`config.mk`:
```
export PLATFORM = sky130hd
export DESIGN_NAME = linear_probe_hash_table
export DESIGN_NICKNAME = d
export VERILOG_FILES = /design/src/rtl/core/lpht_pkg.sv /design/src/rtl/core/lpht_mod.sv /design/src/rtl/core/linear_probe_hash_table.sv
export SDC_FILE = /design/constraint.sdc
export NUM_CORES = 1
export LEC_CHECK = 0
export ABC_AREA = 1
export BUFFER_PORTS_ARGS = -buffer_cell sky130_fd_sc_hd__buf_2
export CAP_MARGIN = 30
export CELL_PAD_IN_SITES_DETAIL_PLACEMENT = 0
export CELL_PAD_IN_SITES_GLOBAL_PLACEMENT = 2
export CORE_MARGIN = 10
export CORE_UTILIZATION = 46
export CTS_BUF_LIST = sky130_fd_sc_hd__clkbuf_8
export CTS_CLUSTER_SIZE = 10
export DETAILED_ROUTE_END_ITERATION = 10
export GPL_ROUTABILITY_DRIVEN = 0
export PLACE_DENSITY = 0.78
export SLEW_MARGIN = 0
export SYNTH_ARGS = -nofsm -noshare
export SYNTH_HDL_FRONTEND = slang
export SYNTH_SLANG_ARGS = --single-unit
```
`constraint.sdc`:
```
create_clock -name clk -period 4.3 [get_ports clk]
set_input_delay 0.43 -clock clk [delete_from_list [all_inputs] [get_ports clk]]
set_output_delay 0.43 -clock clk [all_outputs]
set_load 0.005 [all_outputs]
```
`src/rtl/core/lpht_pkg.sv`:
```
// ============================================================================
// lpht_pkg - shared definitions for the linear probing hash table
// Widths, operation and status codes and the slot entry layout.
// ============================================================================
package lpht_pkg;

  localparam int KEY_W          = 31;
  localparam int FUNC_W         = 2;
  localparam int STATUS_W       = 2;
  localparam int SLOT_IDX_W     = 4;
  localparam int DEF_TABLE_SIZE = 16;

  localparam logic [FUNC_W-1:0] F_INS  = 2'd0;
  localparam logic [FUNC_W-1:0] F_REP  = 2'd1;
  localparam logic [FUNC_W-1:0] F_SRCH = 2'd2;

  localparam logic [STATUS_W-1:0] ST_INSERTED  = 2'd0;
  localparam logic [STATUS_W-1:0] ST_FULL      = 2'd1;
  localparam logic [STATUS_W-1:0] ST_FOUND     = 2'd2;
  localparam logic [STATUS_W-1:0] ST_NOT_FOUND = 2'd3;

  typedef struct packed {
    logic             valid;
    logic [KEY_W-1:0] key;
  } entry_t;

endpackage

```
`src/rtl/core/lpht_mod.sv`:
```
// ============================================================================
// lpht_mod - key modulo table size
// Reduces a key modulo the table size by multiplying with a rounded-up
// reciprocal; the low quotient bits and then the remainder are registered.
// ============================================================================
module lpht_mod
  import lpht_pkg::*;
#(
  parameter int TABLE_SIZE = DEF_TABLE_SIZE
) (
  input  logic                          clk,
  input  logic                          rst_n,
  input  logic                          start,
  input  logic [KEY_W-1:0]              value,
  output logic                          done,
  output logic [$clog2(TABLE_SIZE)-1:0] rem
);

  localparam int RW = $clog2(TABLE_SIZE);
  localparam int QS = KEY_W + RW;
  localparam int PW = 2 * KEY_W + 1;
  // With the reciprocal rounded up, the quotient is exact for every key.
  localparam logic [63:0] RECIP64 =
    ((64'd1 << QS) + 64'(TABLE_SIZE) - 64'd1) / 64'(TABLE_SIZE);
  localparam logic [KEY_W:0]  RECIP = RECIP64[KEY_W:0];
  localparam logic [RW-1:0]   N_LO  = RW'(TABLE_SIZE);

  logic [PW-1:0] prod;
  logic [RW-1:0] q_lo_r, key_lo_r;
  logic [RW-1:0] qn;
  logic [RW-1:0] rem_r, rem_nxt;
  logic          step_r, done_r;

  assign prod = PW'(value) * PW'(RECIP);

  // The remainder is below 2^RW, so only the low bits of the quotient count.
  assign qn      = q_lo_r * N_LO;
  assign rem_nxt = key_lo_r - qn;

  always_ff @(posedge clk) begin
    if (!rst_n) begin
      step_r <= 1'b0;
      done_r <= 1'b0;
    end else begin
      step_r <= start;
      done_r <= step_r;
    end
  end

  always_ff @(posedge clk) begin
    if (start) begin
      q_lo_r   <= prod[QS+RW-1:QS];
      key_lo_r <= value[RW-1:0];
    end
    if (step_r) begin
      rem_r <= rem_nxt;
    end
  end

  assign done = done_r;
  assign rem  = rem_r;

endmodule

```
`src/rtl/core/linear_probe_hash_table.sv`:
```
// ============================================================================
// linear_probe_hash_table - open addressing hash table, linear probing
// Insert, insert with replacement and search of 31-bit keys in one table.
// ============================================================================
// Usage. Each input transaction carries an operation (in_func) and a key
// (in_key); each one yields exactly one output transaction carrying a status
// and the low four bits of the slot concerned. Both channels use valid and
// stall, and a transaction moves at an edge with valid high and stall low.
//
// Operation. The home slot is found by multiplying the key with a
// rounded-up reciprocal of the table size. A search then streams one read
// of the slot memory per cycle. An insert reads home, streams up to
// TABLE_SIZE - 1 reads looking for a free slot and, for replacement, runs
// the reduction again on the displaced key. The single read port of the
// slot memory sets the pace of the probe. One operation is in flight at a
// time.
//
// Reset. After rst_n the block sweeps the slot memory, one slot per cycle,
// holding in_stall high, so the table starts empty.
//
// Stalls. The result sits in an output register; while out_stall is high
// the block may still take and work on the next transaction, and waits
// only when its next result is ready and the register is still full.
// ============================================================================
module linear_probe_hash_table
  import lpht_pkg::*;
#(
  parameter int TABLE_SIZE = DEF_TABLE_SIZE
) (
  input  logic                  clk,
  input  logic                  rst_n,
  input  logic                  in_valid,
  output logic                  in_stall,
  input  logic [FUNC_W-1:0]     in_func,
  input  logic [KEY_W-1:0]      in_key,
  output logic                  out_valid,
  input  logic                  out_stall,
  output logic [STATUS_W-1:0]   out_status,
  output logic [SLOT_IDX_W-1:0] out_slot_index
);

  localparam int SW = $clog2(TABLE_SIZE);
  localparam int CW = $clog2(TABLE_SIZE + 1);
  localparam logic [SW-1:0] LAST_SLOT = SW'(TABLE_SIZE - 1);

  // State codes.
  localparam logic [3:0] S_CLR  = 4'd0;
  localparam logic [3:0] S_IDLE = 4'd1;
  localparam logic [3:0] S_HMOD = 4'd2;
  localparam logic [3:0] S_HRD  = 4'd3;
  localparam logic [3:0] S_HCHK = 4'd4;
  localparam logic [3:0] S_SRCH = 4'd5;
  localparam logic [3:0] S_FREE = 4'd6;
  localparam logic [3:0] S_OMOD = 4'd7;
  localparam logic [3:0] S_WRH  = 4'd8;
  localparam logic [3:0] S_RESP = 4'd9;

  function automatic logic [SW-1:0] next_slot(input logic [SW-1:0] s);
    return (s == LAST_SLOT) ? '0 : s + 1'b1;
  endfunction

  logic [3:0]          state_r, state_nxt;
  logic [SW-1:0]       clr_r, clr_nxt;
  logic [FUNC_W-1:0]   func_r;
  logic [KEY_W-1:0]    key_r, occ_r, occ_nxt;
  logic [SW-1:0]       home_r, home_nxt;
  logic [SW-1:0]       fr_r, fr_nxt;
  logic [SW-1:0]       pa_r, pa_nxt;
  logic [SW-1:0]       pend_slot_r, pend_slot_nxt;
  logic [CW-1:0]       ic_r, ic_nxt;
  logic                pend_r, pend_nxt;
  logic [STATUS_W-1:0] res_status_r, res_status_nxt;
  logic [SW-1:0]       res_slot_r, res_slot_nxt;

  logic                  out_valid_r;
  logic [STATUS_W-1:0]   out_status_r;
  logic [SLOT_IDX_W-1:0] out_slot_r;

  // Slot memory: valid flag and key per slot, one write and one read port.
  entry_t        mem [TABLE_SIZE];
  entry_t        rd_data_r;
  logic [SW-1:0] rd_addr;
  logic          wr_en;
  logic [SW-1:0] wr_addr;
  entry_t        wr_data;

  logic             mod_start;
  logic [KEY_W-1:0] mod_val;
  logic             mod_done;
  logic [SW-1:0]    mod_rem;

  logic          in_acc;
  logic          load_out;
  logic [CW-1:0] limit;
  logic          probe_hit;
  logic          probe_miss;

  lpht_mod #(
    .TABLE_SIZE(TABLE_SIZE)
  ) u_mod (
    .clk  (clk),
    .rst_n(rst_n),
    .start(mod_start),
    .value(mod_val),
    .done (mod_done),
    .rem  (mod_rem)
  );

  assign in_stall = (state_r != S_IDLE);
  assign in_acc   = in_valid && (state_r == S_IDLE);
  assign load_out = (state_r == S_RESP) && (!out_valid_r || !out_stall);

  // A search walks every slot from home; a free slot search walks the others.
  assign limit = (state_r == S_SRCH) ? CW'(TABLE_SIZE) : CW'(TABLE_SIZE - 1);

  // The read issued last cycle is checked against its own slot number.
  assign probe_hit = pend_r && ((state_r == S_SRCH)
                                ? (rd_data_r.valid && (rd_data_r.key == key_r))
                                : !rd_data_r.valid);
  assign probe_miss = !pend_r && (ic_r == limit);

  always_comb begin
    state_nxt      = state_r;
    clr_nxt        = clr_r;
    home_nxt       = home_r;
    occ_nxt        = occ_r;
    fr_nxt         = fr_r;
    pa_nxt         = pa_r;
    pend_slot_nxt  = pend_slot_r;
    ic_nxt         = ic_r;
    pend_nxt       = pend_r;
    res_status_nxt = res_status_r;
    res_slot_nxt   = res_slot_r;
    rd_addr        = pa_r;
    wr_en          = 1'b0;
    wr_addr        = fr_r;
    wr_data        = '{valid: 1'b1, key: key_r};
    mod_start      = 1'b0;
    mod_val        = in_key;

    unique case (state_r)
      S_CLR: begin
        wr_en   = 1'b1;
        wr_addr = clr_r;
        wr_data = '{valid: 1'b0, key: '0};
        clr_nxt = next_slot(clr_r);
        if (clr_r == LAST_SLOT) begin
          state_nxt = S_IDLE;
        end
      end
      S_IDLE: begin
        if (in_acc) begin
          if (in_func == F_INS || in_func == F_REP || in_func == F_SRCH) begin
            mod_start = 1'b1;
            state_nxt = S_HMOD;
          end else begin
            // Unused operation code: nothing changes.
            res_status_nxt = ST_NOT_FOUND;
            res_slot_nxt   = '0;
            state_nxt      = S_RESP;
          end
        end
      end
      S_HMOD: begin
        if (mod_done) begin
          home_nxt = mod_rem;
          pa_nxt   = mod_rem;
          ic_nxt   = '0;
          pend_nxt = 1'b0;
          state_nxt = (func_r == F_SRCH) ? S_SRCH : S_HRD;
        end
      end
      S_HRD: begin
        rd_addr   = home_r;
        state_nxt = S_HCHK;
      end
      S_HCHK: begin
        if (!rd_data_r.valid) begin
          wr_en          = 1'b1;
          wr_addr        = home_r;
          res_status_nxt = ST_INSERTED;
          res_slot_nxt   = home_r;
          state_nxt      = S_RESP;
        end else begin
          occ_nxt   = rd_data_r.key;
          pa_nxt    = next_slot(home_r);
          ic_nxt    = '0;
          pend_nxt  = 1'b0;
          state_nxt = S_FREE;
        end
      end
      S_SRCH, S_FREE: begin
        if (ic_r != limit) begin
          pa_nxt        = next_slot(pa_r);
          ic_nxt        = ic_r + 1'b1;
          pend_nxt      = 1'b1;
          pend_slot_nxt = pa_r;
        end else begin
          pend_nxt = 1'b0;
        end
        if (probe_hit) begin
          if (state_r == S_SRCH) begin
            res_status_nxt = ST_FOUND;
            res_slot_nxt   = pend_slot_r;
            state_nxt      = S_RESP;
          end else if (func_r == F_REP) begin
            // The occupant's own home decides who moves.
            fr_nxt    = pend_slot_r;
            mod_start = 1'b1;
            mod_val   = occ_r;
            state_nxt = S_OMOD;
          end else begin
            wr_en          = 1'b1;
            wr_addr        = pend_slot_r;
            res_status_nxt = ST_INSERTED;
            res_slot_nxt   = pend_slot_r;
            state_nxt      = S_RESP;
          end
        end else if (probe_miss) begin
          res_status_nxt = (state_r == S_SRCH) ? ST_NOT_FOUND : ST_FULL;
          res_slot_nxt   = '0;
          state_nxt      = S_RESP;
        end
      end
      S_OMOD: begin
        if (mod_done) begin
          wr_en = 1'b1;
          if (mod_rem != home_r) begin
            wr_data   = '{valid: 1'b1, key: occ_r};
            state_nxt = S_WRH;
          end else begin
            res_status_nxt = ST_INSERTED;
            res_slot_nxt   = fr_r;
            state_nxt      = S_RESP;
          end
        end
      end
      S_WRH: begin
        wr_en          = 1'b1;
        wr_addr        = home_r;
        res_status_nxt = ST_INSERTED;
        res_slot_nxt   = home_r;
        state_nxt      = S_RESP;
      end
      S_RESP: begin
        if (load_out) begin
          state_nxt = S_IDLE;
        end
      end
      default: begin
        state_nxt = S_IDLE;
      end
    endcase
  end

  always_ff @(posedge clk) begin
    if (!rst_n) begin
      state_r <= S_CLR;
      clr_r   <= '0;
      pend_r  <= 1'b0;
      ic_r    <= '0;
    end else begin
      state_r <= state_nxt;
      clr_r   <= clr_nxt;
      pend_r  <= pend_nxt;
      ic_r    <= ic_nxt;
    end
  end

  always_ff @(posedge clk) begin
    if (in_acc) begin
      func_r <= in_func;
      key_r  <= in_key;
    end
    home_r       <= home_nxt;
    occ_r        <= occ_nxt;
    fr_r         <= fr_nxt;
    pa_r         <= pa_nxt;
    pend_slot_r  <= pend_slot_nxt;
    res_status_r <= res_status_nxt;
    res_slot_r   <= res_slot_nxt;
  end

  always_ff @(posedge clk) begin
    if (wr_en) begin
      mem[wr_addr] <= wr_data;
    end
    rd_data_r <= mem[rd_addr];
  end

  // Output register: the next transaction may be worked on while it waits.
  always_ff @(posedge clk) begin
    if (!rst_n) begin
      out_valid_r <= 1'b0;
    end else if (load_out) begin
      out_valid_r <= 1'b1;
    end else if (!out_stall) begin
      out_valid_r <= 1'b0;
    end
  end

  always_ff @(posedge clk) begin
    if (load_out) begin
      out_status_r <= res_status_r;
      out_slot_r   <= SLOT_IDX_W'(res_slot_r);
    end
  end

  assign out_valid      = out_valid_r;
  assign out_status     = out_status_r;
  assign out_slot_index = out_slot_r;

  // A found result only ever comes from a search.
  a_found_from_search: assert property (@(posedge clk) disable iff (!rst_n)
    load_out && (res_status_r == ST_FOUND) |-> (func_r == F_SRCH))
    else $error("found status from a non-search operation");

  // A full table is only reported for an insert.
  a_full_from_insert: assert property (@(posedge clk) disable iff (!rst_n)
    load_out && (res_status_r == ST_FULL) |-> (func_r == F_INS || func_r == F_REP))
    else $error("full status from a non-insert operation");

  // The reduction finishes only while the controller waits for it.
  a_mod_done_expected: assert property (@(posedge clk) disable iff (!rst_n)
    mod_done |-> (state_r == S_HMOD || state_r == S_OMOD))
    else $error("home slot reduction finished unexpectedly");

  // The slot memory is never written while idle or holding a result.
  a_no_idle_write: assert property (@(posedge clk) disable iff (!rst_n)
    (state_r == S_IDLE || state_r == S_RESP) |-> !wr_en)
    else $error("slot memory written outside an operation");

endmodule
```
# Yosys cells after proc, flatten, opt, wreduce, memory -nomap -nowiden
# Memories as Yosys holds them, arrays and structs flattened. A register that Yosys moved wholly into a read port is not among the register bits.
# Cells that the tools add are included.
# W data, S select, Z words.
[word_totals] ff_bits=117 mem_bits_rw=512 input_bits=37 output_inout_bits=8 elab_cells=167 n_memories=1
[memory_table] memory="mem" words=16 word_bits=32 read_ports=1 rd_ports_with_merged_regs=1 wr=1 line_no="linear_probe_hash_table.sv:80" rtl="entry_t mem [TABLE_SIZE];"
[classes] n_addsub=4 n_eq_ne=34 muxes=81 bitwise_logic=1 n_reduce_logical=26
[ops] op="$mux W4" n=35
[ops] op="$pmux W32 S2" n=1
[ops] op="$mux W31" n=2
[ops] op="$pmux W4 S9" n=1
[ops] op="$eq A31 B31 Y1" n=1
[ops] op="$eq A4 B4 Y1 const B" n=5
[ops] op="$mux W2" n=10
[ops] op="$mux W5" n=4
[ops] op="$pmux W4 S5" n=1
[ops] op="$mux W1" n=19
[ops] op="$eq A4 B3 Y1 const B" n=4
[ops] op="$ne A2 B2 Y1 const B" n=8
[ops] op="$pmux W4 S4" n=1
[ops] op="$pmux W5 S3" n=1
[ops] op="$add A4 B1 Y4 const B" n=3
[ops] op="$pmux W4 S3" n=1
[ops] op="$pmux W2 S5" n=1
[ops] op="$eq A4 B2 Y1 const B" n=2
[ops] op="$reduce_and A4 Y1" n=2
[ops] op="$reduce_and A8 Y1" n=1
[ops] op="$ne A2 B1 Y1 const B" n=3
[ops] op="$reduce_and A2 Y1" n=3
[ops] op="$reduce_and A6 Y1" n=1
[ops] op="$add A5 B1 Y5 const B" n=1
[ops] op="other kinds (23)" n=35

# Longest topological paths before layout
[depth] depth_word=8 depth_mapped=16 mapped_depth_nobuf=16

# Cells and area by module
# A second synthesis with hierarchy kept.
[hier_totals] cells_unflattened=2099 area_unflattened_um2=26401.6
[modules_own_cells] module="linear_probe_hash_table" n_inst=1 cells_each=2085 area_each_um2=26106.3 seq_area_each_um2=19078.3
[modules_own_cells] module="lpht_mod" n_inst=1 cells_each=14 area_each_um2=295.3 seq_area_each_um2=280.3

# Worst setup path before layout
# No wires, ideal clock.
[synth_timing] kind="reg2reg" start="register state_r[2]" end="memory mem[13][0] (netlist bit), enable pin" setup_time_ns=0.421 arrival_time_ns=3.387 required_ns=3.879 path_slack_ns=0.492 path_stages_with_launch=9 path_buffers=0 period_less_slack_ns=3.808 path_cell_list="dfxtp_1 -> nand2_2 -> nor2_4 -> nand2_1 -> inv_1 -> a221oi_1 -> nand2_1 -> nand3_1 -> nor2_1"
[synth_between] elab_chain_len=7 elab_cells_between_ends=18 classes_between="eq/ne: 5; mux: 9; reduce/logical: 4"
[synth_rtl] item="start, declared" line_no="linear_probe_hash_table.sv:62" rtl="logic [3:0] state_r, state_nxt;"
[synth_rtl] item="start signal, assigned" line_no="linear_probe_hash_table.sv:263" rtl="state_r <= state_nxt;"
[synth_rtl] item="$eq A4 B3 Y1" line_no="linear_probe_hash_table.sv:117, linear_probe_hash_table.sv:141, linear_probe_hash_table.sv:202"
[synth_rtl] item="$mux W1" line_no="linear_probe_hash_table.sv:118" rtl="? (rd_data_r.valid && (rd_data_r.key == key_r))"
[synth_rtl] item="$logic_and A1 B1 Y1" line_no="linear_probe_hash_table.sv:117" rtl="assign probe_hit = pend_r && ((state_r == S_SRCH)"
[synth_rtl] item="$mux W1" line_no="linear_probe_hash_table.sv:201" rtl="if (probe_hit) begin"
[synth_rtl] item="$pmux W1 S4" line_no="linear_probe_hash_table.sv:141" rtl="unique case (state_r)"
[synth_rtl] item="$mux W1" line_no="linear_probe_hash_table.sv:285" rtl="if (wr_en) begin"
[synth_rtl] item="$mux W1 (implied by the code)" line_no="linear_probe_hash_table.sv:286" rtl="mem[wr_addr] <= wr_data;"
[synth_rtl] item="end, declared" line_no="linear_probe_hash_table.sv:80"
# Parallel ways exist; a longest one is shown, timed or not.

# Worst setup path after layout
[layout_timing] start="register state_r[0]" end="memory mem[9][27] (netlist bit), enable pin"
# Same word-level chain as after synthesis.

==> impl_metrics.json <==
{
  "routed_wl_um": 73500,
  "rows": 88,
  "ys_warn_count": 0,
  "setup_slack_ps": 758,
  "drt-vias-per-instance": 5.61,
  "post_drt_wl_per_cell_um": 23.4,
  "cp_data_arrival_time_ps": 3940,
  "ys_seq_area_share_pct": 72.7,
  "clkSinkCount": 661,
  "outcome": "finished, final reports clean",
  "setup_tns_ps": 0,
  "vias": 17600,
  "mostFrequentLayoutCells": "edfxtp_1, nor2_1, nand2_1, o21ai_0, inv_1",
  "final_cell_area_sq_mm": 0.0306,
  "p_leak_uw": 0.0105,
  "path_cells": "inv_2 -> nor2_2 -> nand3_2 -> a21oi_4 -> inv_2 -> nor2_1 -> nand3_2 -> nand2_2 -> nand2_1 -> nand3_1 -> nand2_1 -> nand2_1 -> nand2_1 -> nor2_4 -> buf_4",
  "dp_hpwl_um": 42500,
  "clk_pin_slew_worst_paths_ps": 60,
  "post-route-util_pct": 53.3,
  "dieArea_sq_mm": 0.0679,
  "synthToLayoutAreaGrowth_pct": 15.1,
  "worstPathRequired_ps": 4700,
  "io_buffer_count": 44,
  "clock_latency_ps": 700,
  "cellPowerDensity_mw_per_mm2": 410,
  "synth_nets": 2182,
  "synth_top_family_by_area": "compound AO/OA/AOI/OAI gates",
  "fmax_mhz": 282,
  "grt_first_pass_wirelength_um": 110000,
  "final_hold_viol_count": 0,
  "yosys.area_share.simple_pct": 10.8,
  "synthMuxAreaShare_pct": 0,
  "crit_top_cell": "nand2_1",
  "hold_buffers": 34,
  "grt_start_max_net_pins": 167,
  "first_global_vias": 17400,
  "cts_setup_buffers": 0,
  "synth_fa_ha_area_share_pct": 0.188,
  "critPathSlowestCell": "nor2_4",
  "cts.path.max_buffers": 3,
  "min_path_type": "primary input to flip-flop",
  "max_cap_violations": 0,
  "start_kind": "flip-flop",
  "die_y_um": 261,
  "critPathMaxFanout": 18,
  "relSlewSlack_pct": 38.4,
  "overflow": 0,
  "final_common_cell": "edfxtp_1",
  "yosysUniqueCellTypes": 46,
  "synth_compound_area_share_pct": 11.7,
  "postSynthAreaPerCell_sq_um": 12.4,
  "die_x_um": 261,
  "slew_violations": 0,
  "fin_nets": 2331,
  "antenna_found_initial": 3,
  "synthXorXnorAreaFrac_pct": 0.461,
  "worst_path_largest_cell_delay_ps": 720,
  "cts_max_level": 3,
  "mappedNetlistArea_sq_mm": 0.0266,
  "rsz0062_at_grt": "false",
  "dp_slack_ps": 771,
  "cts_tree": "done",
  "core_area_sq_mm": 0.0575,
  "synth_cells": 2141,
  "fin_cells": 3146,
  "cts_root_buf": "clkbuf_8",
  "peakVddDrop_v": 0.000259,
  "initial_utilization_pct": 46.3,
  "layout-drive-gt1-share_pct": 13.7,
  "final.min_clock_period_ps": 3540,
  "tightest_slew_ps": 920,
  "yosys_register_bits": 661,
  "drtIter0Drc": 1614,
  "dp_cells": 2913,
  "place_area_sq_mm": 0.0282,
  "post-route-drc-count": 0,
  "ant_nets": 0,
  "io_pins": 45,
  "post_cts_resized": 0,
  "drt_pre_antenna_iters": 6,
  "setup_viol": 0,
  "setup.worst_path.end_class": "flip-flop",
  "grt_use_total_pct": 21.7,
  "crit_type": "flip-flop to flip-flop",
  "cts_buffers": 106,
  "finalClockSkew_ps": 22.5,
  "finalCritPeriodShare_pct": 82.4
}
## state kept, by name (all words and copies together) (netlist names), 5 cells and up
| register | cells |
|---|---|
| ic_r | 5 |
| key_r | 31 |
| mem | 512 |
| occ_r | 31 |
| rd_data_r | 32 |
## path summary, 6_finish.rpt
| kind | from | to | slack, ps | cells after the start |
|---|---|---|---|---|
| setup / recovery | state_r[0] | mem[9][27] | 760 | 15 |
| hold / removal | rst_n | u_mod.done | 70 | 3 |
| setup reg to reg | state_r[0] | mem[9][27] | 760 | 15 |
| hold reg to reg | u_mod.key_lo_r[3] | u_mod.rem[3] | 410 | 0 |
## layer usage
metal | vias to the layer above | share of wire (%) | global-route usage [%]
li1 | 8130 | - | -
met4 | 0 | 2.9 | 7.90
met3 | 135 | 7.5 | 4.63
met1 | 8732 | 45 | 30.7
met2 | 643 | 44 | 32.4
met5 | - | 0 | 0
## logic make-up (layout without fill, tap and decap cells)
family | after synthesis | after routing
buffers and inverters | 259 | 495
AO/OA/AOI/OAI | 507 | 507
flip-flops | 661 | 661
other | 0 | 4
XOR/XNOR | 14 | 14
adder cells (fa/ha/maj) | 4 | 4
AND/OR/NAND/NOR | 696 | 696
## report_power, final
group,switching [uW],total (uW),leakage (uW),internal [uW]
Clock,2420,5250,0.00126,2830
Sequential,25.9,7080,0.00571,7060
Combinational,156,226,0.00358,70.5
Total,2600,12600,0.0105,9960
## cells in the mapped netlist, drive strengths merged
master / instances / area share [%]
a22oi: 1 / 0.028
nand3: 95 / 1.8
edfxtp: 612 / 69
o2111ai: 1 / 0.033
and2: 1 / 0.024
o22ai: 35 / 0.82
inv: 145 / 2.1
ha: 4 / 0.19
nand2: 251 / 3.6
or2: 1 / 0.024
a2111oi: 1 / 0.056
nor4: 4 / 0.15
clkbuf: 22 / 0.32
xnor2: 6 / 0.20
dfxtp: 49 / 3.7
xor2: 8 / 0.26
buf: 92 / 1.8
a21oi: 19 / 0.41
o21ai: 308 / 5.8
nor3: 4 / 0.094
nand4: 9 / 0.21
o31ai: 2 / 0.056
a221oi: 2 / 0.066
o221ai: 102 / 3.4
nor2: 328 / 4.7
nand3b: 2 / 0.056
a32o: 2 / 0.075
and3: 1 / 0.024
o211ai: 33 / 0.93
a31oi: 1 / 0.024
## per-stage QoR
step	hold WS (ps)	power, uW
global placement	403	7410
finish	69.3	12600
detailed placement	407	7420
CTS	5.15	12700
global route	14.5	13000
floorplan	400	7300
## area by class of cell
class | instances | area, sq um
multi-input cells | 1221 | 6310
inverters | 145 | 553
clock buffers | 133 | 1830
diodes | 4 | 10.0
repair buffers | 155 | 1320
well taps | 765 | 957
clock inverters | 62 | 287
flip-flops and latches | 661 | 19400
fillers | 4972 | 26800
## worst max-delay path, delay by kind of cell (launching register included)
family / cells / cell delay, ps
buf+inv: 3 / 450
flops: 1 / 370
simple gates: 11 / 2140
compound gates: 1 / 270
Note: power is estimated with default switching activity, not from simulation.
